### config.mk
export PLATFORM = sky130hd
export DESIGN_NAME = linear_key_value_table_unit_flat
export DESIGN_NICKNAME = d
export VERILOG_FILES = /design/src/rtl/core/kvt_pkg.sv /design/src/rtl/core/kvt_if.sv /design/src/rtl/core/kvt_ram.sv /design/src/rtl/core/kvt_ctrl.sv /design/src/rtl/core/linear_key_value_table_unit.sv /design/src/flat_wrapper.sv
export SDC_FILE = /design/constraint.sdc
export NUM_CORES = 2
export LEC_CHECK = 0
export BUFFER_PORTS_ARGS = -buffer_cell sky130_fd_sc_hd__buf_2
export CAP_MARGIN = 20
export CORE_ASPECT_RATIO = 1.1
export CORE_UTILIZATION = 23
export CTS_BUF_LIST = sky130_fd_sc_hd__clkbuf_8
export CTS_CLUSTER_DIAMETER = 120
export CTS_CLUSTER_SIZE = 20
export DETAILED_ROUTE_END_ITERATION = 16
export HOLD_SLACK_MARGIN = 0.15
export PLACE_DENSITY_LB_ADDON = 0.25
export SLEW_MARGIN = 20
export SYNTH_ARGS = -nofsm -noshare
export SYNTH_HDL_FRONTEND = slang
export SYNTH_HIERARCHICAL = 1
export SYNTH_SLANG_ARGS = --single-unit
### constraint.sdc
create_clock -name clk -period 10.2 [get_ports clk]
set_input_delay 0 -clock clk [delete_from_list [all_inputs] [get_ports clk]]
set_output_delay 0 -clock clk [all_outputs]
set_load 0.02 [all_outputs]
### src/rtl/core/kvt_pkg.sv
// Shared types and constants for the linear key/value table.
package kvt_pkg;

  localparam int FUNC_W     = 2;
  localparam int KEY_PORT_W = 32;
  localparam int VAL_PORT_W = 32;
  localparam int CNT_PORT_W = 5;
  localparam int LIMIT_W    = 5;

  localparam logic [LIMIT_W-1:0] LIMIT_RESET = 5'd16;

  typedef enum logic [FUNC_W-1:0] {
    FN_ADD    = 2'd0,
    FN_REMOVE = 2'd1,
    FN_LOOKUP = 2'd2
  } func_t;

  typedef enum logic [1:0] {
    ST_IDLE,
    ST_SCAN,
    ST_DONE
  } state_t;

  typedef struct packed {
    logic                  ok;
    logic [VAL_PORT_W-1:0] found_value;
    logic [CNT_PORT_W-1:0] entry_count;
  } rsp_t;

endpackage

### src/rtl/core/kvt_if.sv
// Channel interfaces: request, response and configuration write.
interface kvt_req_if import kvt_pkg::*; ();
  logic                  valid;
  logic                  ready;
  logic [FUNC_W-1:0]     func;
  logic [KEY_PORT_W-1:0] key;
  logic [VAL_PORT_W-1:0] new_value;

  modport source(output valid, func, key, new_value, input ready);
  modport sink(input valid, func, key, new_value, output ready);
endinterface

interface kvt_rsp_if import kvt_pkg::*; ();
  logic                  valid;
  logic                  ready;
  logic                  ok;
  logic [VAL_PORT_W-1:0] found_value;
  logic [CNT_PORT_W-1:0] entry_count;

  modport source(output valid, ok, found_value, entry_count, input ready);
  modport sink(input valid, ok, found_value, entry_count, output ready);
endinterface

interface kvt_cfg_if import kvt_pkg::*; ();
  logic               valid;
  logic               ready;
  logic [LIMIT_W-1:0] data;

  modport source(output valid, data, input ready);
  modport sink(input valid, data, output ready);
endinterface

### src/rtl/core/kvt_ram.sv
// Generic simple dual-port RAM, one write and one registered read port.
module kvt_ram #(
  parameter int WIDTH = 64,
  parameter int DEPTH = 16,
  parameter int AW    = (DEPTH > 1) ? $clog2(DEPTH) : 1
) (
  input  logic             clk,
  input  logic             we,
  input  logic [AW-1:0]    waddr,
  input  logic [WIDTH-1:0] wdata,
  input  logic             re,
  input  logic [AW-1:0]    raddr,
  output logic [WIDTH-1:0] rdata
);

  logic [WIDTH-1:0] mem [DEPTH];

  always_ff @(posedge clk) begin
    if (we) begin
      mem[waddr] <= wdata;
    end
    if (re) begin
      rdata <= mem[raddr];
    end
  end

endmodule

### src/rtl/core/kvt_ctrl.sv
// Request sequencer: append, linear scan with read-compare, and tail compaction.
module kvt_ctrl import kvt_pkg::*; #(
  parameter int CAPACITY    = 16,
  parameter int KEY_WIDTH   = 32,
  parameter int VALUE_WIDTH = 32
) (
  input  logic               clk,
  input  logic               rst_n,
  kvt_req_if.sink            req,
  input  logic [LIMIT_W-1:0] limit,
  output logic               rsp_valid,
  output rsp_t               rsp,
  input  logic               rsp_take
);

  localparam int CW = $clog2(CAPACITY + 1);
  localparam int IW = (CAPACITY > 1) ? $clog2(CAPACITY) : 1;
  localparam int EW = KEY_WIDTH + VALUE_WIDTH;
  localparam int LW = (CW > LIMIT_W) ? CW : LIMIT_W;
  localparam logic [CW-1:0] CAP_C = CW'(CAPACITY);

  state_t                 state_r, state_nxt;
  logic [CW-1:0]          count_r, count_nxt;
  logic [CW-1:0]          cur_r, cur_nxt;
  logic [FUNC_W-1:0]      op_r, op_nxt;
  logic [KEY_WIDTH-1:0]   key_r, key_nxt;
  logic [VALUE_WIDTH-1:0] val_r, val_nxt;
  logic                   ok_r, ok_nxt;
  logic                   hit_r, hit_nxt;

  logic                   we, re;
  logic [IW-1:0]          waddr, raddr;
  logic [EW-1:0]          wdata, rdata;

  logic [KEY_WIDTH-1:0]   key_in;
  logic [VALUE_WIDTH-1:0] val_in;
  logic [KEY_WIDTH-1:0]   rd_key;
  logic [VALUE_WIDTH-1:0] rd_val;
  logic [CW-1:0]          cur_inc, cur_dec, count_dec;
  logic                   accept, room, last, match;

  kvt_ram #(
    .WIDTH(EW),
    .DEPTH(CAPACITY),
    .AW   (IW)
  ) u_ram (
    .clk  (clk),
    .we   (we),
    .waddr(waddr),
    .wdata(wdata),
    .re   (re),
    .raddr(raddr),
    .rdata(rdata)
  );

  assign req.ready = (state_r == ST_IDLE);
  assign accept    = req.valid && req.ready;
  assign key_in    = KEY_WIDTH'(req.key);
  assign val_in    = VALUE_WIDTH'(req.new_value);
  assign rd_key    = rdata[EW-1:VALUE_WIDTH];
  assign rd_val    = rdata[VALUE_WIDTH-1:0];
  assign cur_inc   = cur_r + CW'(1);
  assign cur_dec   = cur_r - CW'(1);
  assign count_dec = count_r - CW'(1);
  assign room      = (LW'(count_r) < LW'(limit)) && (count_r < CAP_C);
  assign last      = (cur_r == count_dec);
  assign match     = (rd_key == key_r);

  assign rsp_valid       = (state_r == ST_DONE);
  assign rsp.ok          = ok_r;
  assign rsp.found_value = VAL_PORT_W'(val_r);
  assign rsp.entry_count = CNT_PORT_W'(count_r);

  always_comb begin
    state_nxt = state_r;
    count_nxt = count_r;
    cur_nxt   = cur_r;
    op_nxt    = op_r;
    key_nxt   = key_r;
    val_nxt   = val_r;
    ok_nxt    = ok_r;
    hit_nxt   = hit_r;
    we        = 1'b0;
    waddr     = count_r[IW-1:0];
    wdata     = {key_in, val_in};
    re        = 1'b0;
    raddr     = '0;

    unique case (state_r)
      ST_IDLE: begin
        if (accept) begin
          op_nxt  = req.func;
          key_nxt = key_in;
          val_nxt = '0;
          ok_nxt  = 1'b0;
          hit_nxt = 1'b0;
          cur_nxt = '0;
          state_nxt = ST_DONE;
          case (req.func) inside
            FN_ADD: begin
              if (room) begin
                we        = 1'b1;
                count_nxt = count_r + CW'(1);
                ok_nxt    = 1'b1;
              end
            end
            FN_REMOVE, FN_LOOKUP: begin
              if (count_r != '0) begin
                re        = 1'b1;
                state_nxt = ST_SCAN;
              end
            end
            default: ;
          endcase
        end
      end
      ST_SCAN: begin
        re      = !last;
        raddr   = cur_inc[IW-1:0];
        cur_nxt = cur_inc;
        if (hit_r) begin
          we    = 1'b1;
          waddr = cur_dec[IW-1:0];
          wdata = rdata;
        end
        if (op_r == FN_LOOKUP && match) begin
          ok_nxt    = 1'b1;
          val_nxt   = rd_val;
          state_nxt = ST_DONE;
        end else if (last) begin
          if (hit_r || match) begin
            count_nxt = count_dec;
            ok_nxt    = 1'b1;
          end
          state_nxt = ST_DONE;
        end else if (match) begin
          hit_nxt = 1'b1;
        end
      end
      ST_DONE: begin
        if (rsp_take) begin
          state_nxt = ST_IDLE;
        end
      end
      default: state_nxt = ST_IDLE;
    endcase
  end

  always_ff @(posedge clk) begin
    if (!rst_n) begin
      state_r <= ST_IDLE;
      count_r <= '0;
    end else begin
      state_r <= state_nxt;
      count_r <= count_nxt;
    end
  end

  always_ff @(posedge clk) begin
    cur_r <= cur_nxt;
    op_r  <= op_nxt;
    key_r <= key_nxt;
    val_r <= val_nxt;
    ok_r  <= ok_nxt;
    hit_r <= hit_nxt;
  end

endmodule

### src/rtl/core/linear_key_value_table_unit.sv
// Top level of the linear key/value table: config register, sequencer, output register.
//
// Requests arrive on in_ch (func, key, new_value) with valid/ready; one result
// beat (ok, found_value, entry_count) leaves on out_ch for every request beat.
// func: add appends the pair if the table holds fewer entries than the smaller
// of the limit register and CAPACITY; remove deletes the first matching entry
// and moves later entries down; lookup returns the value of the first match.
// cfg_ch writes the 5-bit entry limit; write it only while no request is open.
// An add, an unused func code, or a remove/lookup on an empty table goes from
// idle straight to the result state. A remove or lookup reads one entry per cycle
// through the single registered read port of the entry RAM: a lookup stops at
// its first hit, while a miss or any remove scans every entry held. The sequencer
// takes one request at a time; the output register may still hold an earlier beat.
// Reset empties the table (entry count 0; RAM contents are not cleared) and
// sets the limit to 16. A stalled out_ch holds its beat in the output register;
// the sequencer finishes its next request and then waits for that register.
module linear_key_value_table_unit import kvt_pkg::*; #(
  parameter int CAPACITY    = 16,
  parameter int KEY_WIDTH   = 32,
  parameter int VALUE_WIDTH = 32
) (
  input  logic      clk,
  input  logic      rst_n,
  kvt_req_if.sink   in_ch,
  kvt_rsp_if.source out_ch,
  kvt_cfg_if.sink   cfg_ch
);

  logic [LIMIT_W-1:0] limit_r;
  logic               out_valid_r;
  rsp_t               out_rsp_r;
  logic               rsp_valid;
  rsp_t               rsp;
  logic               rsp_take;

  assign cfg_ch.ready = 1'b1;

  always_ff @(posedge clk) begin
    if (!rst_n) begin
      limit_r <= LIMIT_RESET;
    end else if (cfg_ch.valid) begin
      limit_r <= cfg_ch.data;
    end
  end

  kvt_ctrl #(
    .CAPACITY   (CAPACITY),
    .KEY_WIDTH  (KEY_WIDTH),
    .VALUE_WIDTH(VALUE_WIDTH)
  ) u_ctrl (
    .clk      (clk),
    .rst_n    (rst_n),
    .req      (in_ch),
    .limit    (limit_r),
    .rsp_valid(rsp_valid),
    .rsp      (rsp),
    .rsp_take (rsp_take)
  );

  assign rsp_take = rsp_valid && (!out_valid_r || out_ch.ready);

  always_ff @(posedge clk) begin
    if (!rst_n) begin
      out_valid_r <= 1'b0;
    end else if (rsp_take) begin
      out_valid_r <= 1'b1;
    end else if (out_ch.ready) begin
      out_valid_r <= 1'b0;
    end
  end

  always_ff @(posedge clk) begin
    if (rsp_take) begin
      out_rsp_r <= rsp;
    end
  end

  assign out_ch.valid       = out_valid_r;
  assign out_ch.ok          = out_rsp_r.ok;
  assign out_ch.found_value = out_rsp_r.found_value;
  assign out_ch.entry_count = out_rsp_r.entry_count;

endmodule

### src/flat_wrapper.sv
// flat-port wrapper written by rule: the top's interface ports become plain ports
module linear_key_value_table_unit_flat import kvt_pkg::*;
#(
  parameter int CAPACITY    = 16,
  parameter int KEY_WIDTH   = 32,
  parameter int VALUE_WIDTH = 32
)
  (clk, rst_n, in_ch_valid, in_ch_func, in_ch_key, in_ch_new_value, in_ch_ready, out_ch_valid, out_ch_ok, out_ch_found_value, out_ch_entry_count, out_ch_ready, cfg_ch_valid, cfg_ch_data, cfg_ch_ready);
  kvt_req_if in_ch_i ();
  kvt_rsp_if out_ch_i ();
  kvt_cfg_if cfg_ch_i ();
  input  logic clk;
  input  logic rst_n;
  input wire logic [$bits(in_ch_i.valid)-1:0] in_ch_valid;
  input wire logic [$bits(in_ch_i.func)-1:0] in_ch_func;
  input wire logic [$bits(in_ch_i.key)-1:0] in_ch_key;
  input wire logic [$bits(in_ch_i.new_value)-1:0] in_ch_new_value;
  output wire logic [$bits(in_ch_i.ready)-1:0] in_ch_ready;
  output wire logic [$bits(out_ch_i.valid)-1:0] out_ch_valid;
  output wire logic [$bits(out_ch_i.ok)-1:0] out_ch_ok;
  output wire logic [$bits(out_ch_i.found_value)-1:0] out_ch_found_value;
  output wire logic [$bits(out_ch_i.entry_count)-1:0] out_ch_entry_count;
  input wire logic [$bits(out_ch_i.ready)-1:0] out_ch_ready;
  input wire logic [$bits(cfg_ch_i.valid)-1:0] cfg_ch_valid;
  input wire logic [$bits(cfg_ch_i.data)-1:0] cfg_ch_data;
  output wire logic [$bits(cfg_ch_i.ready)-1:0] cfg_ch_ready;
  assign in_ch_i.valid = in_ch_valid;
  assign in_ch_i.func = in_ch_func;
  assign in_ch_i.key = in_ch_key;
  assign in_ch_i.new_value = in_ch_new_value;
  assign in_ch_ready = in_ch_i.ready;
  assign out_ch_valid = out_ch_i.valid;
  assign out_ch_ok = out_ch_i.ok;
  assign out_ch_found_value = out_ch_i.found_value;
  assign out_ch_entry_count = out_ch_i.entry_count;
  assign out_ch_i.ready = out_ch_ready;
  assign cfg_ch_i.valid = cfg_ch_valid;
  assign cfg_ch_i.data = cfg_ch_data;
  assign cfg_ch_ready = cfg_ch_i.ready;
  linear_key_value_table_unit #(.CAPACITY(CAPACITY), .KEY_WIDTH(KEY_WIDTH), .VALUE_WIDTH(VALUE_WIDTH)) u_core (.clk(clk), .rst_n(rst_n), .in_ch(in_ch_i), .out_ch(out_ch_i), .cfg_ch(cfg_ch_i));
endmodule
==> flow_metrics.env <==
export IMPL_fin_crit_ps=6470
export IMPL_drc=0
export IMPL_drt_wl_total_mm=114
export IMPL_yosysMostFrequentCell="edfxtp_1"
export IMPL_worst_slew_pin_slew_ps=1130
export IMPL_yosys_area_share_xor_xnor=0.00874
export IMPL_core_mm2=0.199
export IMPL_synth_net_count=2153
export IMPL_rows=172
export IMPL_cts_setup_buffers=0
export IMPL_grt_antenna_before_repair=5
export IMPL_worstHoldPathCells=3
export IMPL_nets=2412
export IMPL_rsz0062_at_grt="no"
export IMPL_reg2reg_depth=9
export IMPL_die_area_mm2=0.202
export IMPL_die_h_um=472
export IMPL_synthTopCellsByArea="edfxtp_1 78%, mux4_2 13%, a22oi_1 2.1%"
export IMPL_clk_latency_ps=790
export IMPL_stdcell_count=4958
export IMPL_peakVddDrop_v=0.0000860
export IMPL_synth_ff_type="edfxtp_1"
export IMPL_clk_pin_slew_worst_paths_ps=130
export IMPL_via_per_inst=4.27
export IMPL_synthSimpleGateAreaFrac=0.0215
export IMPL_postCtsHoldBufs=128
export IMPL_max_cap_viol_count=0
export IMPL_max_stage_delay_ps=960
export IMPL_grt_ovfl_total=0
export IMPL_yosys_warnings=6
export IMPL_cp_slowest_cell="nor2_4"
export IMPL_drtIter0Drc=1763
export IMPL_met2_usage=0.182
export IMPL_worstPathArrival_ps=6860
export IMPL_wl_per_cell_um=23.0
export IMPL_reg2reg_slack_ps=3730
export IMPL_use_met3=0.0193
export IMPL_cts_resized_gates=0
export IMPL_final_core_util=0.262
export IMPL_crit_required_ps=10590
export IMPL_syn_avg_cell_area_um2=22.3
export IMPL_drive_gt1_frac=0.232
export IMPL_path_cells="nand2b_1 -> inv_2 -> nand2_4 -> buf_4 -> nand2_1 -> o21ai_0 -> nand2_1 -> nor2_4 -> buf_4"
export IMPL_reg2reg_from="u_core/u_ctrl/state_r[0]$_SDFFE_PN0P_"
export IMPL_io_pins=117
export IMPL_synth_mux_area_frac=0.143
export IMPL_grt_max_degree=155
export IMPL_cts_num_sinks=1212
export IMPL_clk_path_buf_depth=3
export IMPL_clockRootBuffer="clkbuf_8"
export IMPL_cts_inserted_buffers=70
export IMPL_holdCritPathClass="primary input to register"
export IMPL_fmax_ghz=0.155
export IMPL_place_congestion=0.720
export IMPL_min_from="in_ch_key[1]"
export IMPL_dp_cells=4736
export IMPL_path_max_fanout=46
export IMPL_synth_adder_area_share=0.00244
export IMPL_max_slew_margin=0.249
export IMPL_synth_top_area_frac=0.781
export IMPL_synth_top_family_by_area="multiplexers"
export IMPL_die_x_um=429
export IMPL_power_leakage_nw=15.5
export IMPL_tns_ps=0
export IMPL_grt_pass1_wl_mm=164
export IMPL_syn_inst=2068
export IMPL_syn_area_mm2=0.0461
export IMPL_postRouteAntennaNets=0
export IMPL_start_util=0.231
export IMPL_post_route_period_util=0.634
export IMPL_io_buffers=115
export IMPL_yosysTopAreaCell="edfxtp_1"
export IMPL_synth_edf_count=1199
export IMPL_synth_distinct_cells=48
export IMPL_yosysSeqAreaShare=0.786
export IMPL_via_count=21200
export IMPL_grt_pass1_vias=22700
export IMPL_final_max_slew_viol_count=0
export IMPL_worstSetupStartpointType="register"
export IMPL_hold_end="u_core/u_ctrl/u_ram/mem[12][33]$_DFFE_PP_"
export IMPL_synth_compound_area_frac=0.0245
export IMPL_first_pass_iters=5
export IMPL_synth_common_cells="1199 x edfxtp_1, 256 x mux4_2, 129 x a22oi_1"
export IMPL_syn_to_final_growth_pct=13.5
export IMPL_timing_rr_end="u_core/u_ctrl/u_ram/mem[7][35]$_DFFE_PP_"
export IMPL_worstSetupEndpointType="register"
export IMPL_finalSetupViolCount=0
export IMPL_met1_usage=0.154
export IMPL_p_per_area_mw_per_mm2=153
export IMPL_hold_viol_final=0
export IMPL_dp_hpwl_mm=61.3
export IMPL_outcome="completed"
export IMPL_cts_max_level=3
export IMPL_crit_type="register to register"
export IMPL_grt_use_total=0.111
export IMPL_async_flop_share=0
export IMPL_ys_ff_latch=1212
export IMPL_finClkSkew_ps=53.3
export IMPL_gr_max_usage_layer="met2"
export IMPL_cts_tree="yes"
-- where the power goes --
group / switching [mW] / internal [mW]
sequential: 0.0214 / 5.53
clock: 1.49 / 0.655
combinational: 0.211 / 0.115
-- sequential cells by signal, summed over array words and instances (netlist names), 32 cells and up --
register / flops
u_core/u_ctrl/key_r: 32
u_core/u_ctrl/u_ram/mem: 1024
u_core/u_ctrl/u_ram/rdata: 64
u_core/out_ch.found_value: 32
u_core/u_ctrl/val_r: 32
-- kinds of logic (layout without fill, tap and decap cells) --
family	after synthesis	after routing
buffers and inverters	121	397
flip-flops	1212	1212
AND/OR/NAND/NOR	197	197
XOR/XNOR	46	46
adder cells (fa/ha/maj)	9	9
other	1	5
AO/OA/AOI/OAI	152	152
multiplexers	330	330
-- metrics by stage --
stage	area (µm²)	setup slack, ps	power (mW)	hold slack (ps)
6_report	52400	3730	8.02	379
5_1_grt	52400	3300	8.32	355
4_1_cts	52300	3570	8.15	258
3_5_place_dp	50000	3630	5.96	199
3_3_place_gp	50000	3960	5.95	199
2_1_floorplan	46100	2580	5.83	61.9
-- placed cells by master (no fill, tap or decap), types with 10 or more instances in the layout --
cell / netlist / routed
nor4_1: 11 / 11
inv_1: 14 / 25
mux2i_1: 10 / 10
a22oi_1: 129 / 129
xor2_1: 37 / 37
mux2_2: 10 / 10
buf_4: 9 / 45
mux4_2: 256 / 256
and2_1: 35 / 33
dfxtp_1: 13 / 13
mux2_1: 54 / 54
clkbuf_8: 0 / 72
nor2_4: 0 / 14
buf_2: 17 / 115
nor2_1: 25 / 11
edfxtp_1: 1199 / 1199
dlygate4sd3_1: 0 / 128
nand2_1: 85 / 84
-- metal layers --
layer / part of all wire / wire [µm]
met5: 0.00022 / 25
met3: 0.050 / 5700
met4: 0.015 / 1660
met2: 0.48 / 54600
met1: 0.46 / 52200
-- critical path: cells and delay by family, from the launching register on --
family	cells	cell delay (ps)
AO/OA/AOI/OAI	1	430
buffers and inverters	3	2240
flip-flops	1	430
AND/OR/NAND/NOR	5	2830
-- final cells by class --
class	count	area, µm²
fillers	19800	147000
flip-flops and latches	1212	36300
multi-input cells	735	9400
well taps	2610	3270
repair buffers	293	2290
clock buffers	72	991
clock inverters	17	85.1
inverters	15	56.3
diodes	4	10.0
-- how the worst max path moves through the flow --
stage,slack [ps],from,to
6_report,3730,u_core/u_ctrl/state_r[0]$_SDFFE_PN0P_,u_core/u_ctrl/u_ram/mem[7][35]$_DFFE_PP_
5_1_grt,3300,u_core/u_ctrl/state_r[0]$_SDFFE_PN0P_,u_core/u_ctrl/u_ram/mem[7][21]$_DFFE_PP_
4_1_cts,3570,u_core/u_ctrl/state_r[0]$_SDFFE_PN0P_,u_core/u_ctrl/u_ram/mem[7][21]$_DFFE_PP_
3_5_place_dp,3630,u_core/u_ctrl/state_r[0]$_SDFFE_PN0P_,u_core/u_ctrl/u_ram/mem[7][35]$_DFFE_PP_
3_3_place_gp,3960,u_core/u_ctrl/state_r[0]$_SDFFE_PN0P_,u_core/u_ctrl/u_ram/mem[7][35]$_DFFE_PP_
2_1_floorplan,2580,u_core/u_ctrl/state_r[0]$_SDFFE_PN0P_,u_core/u_ctrl/u_ram/mem[0][0]$_DFFE_PP_
Note: power is estimated with default switching activity, not from simulation.
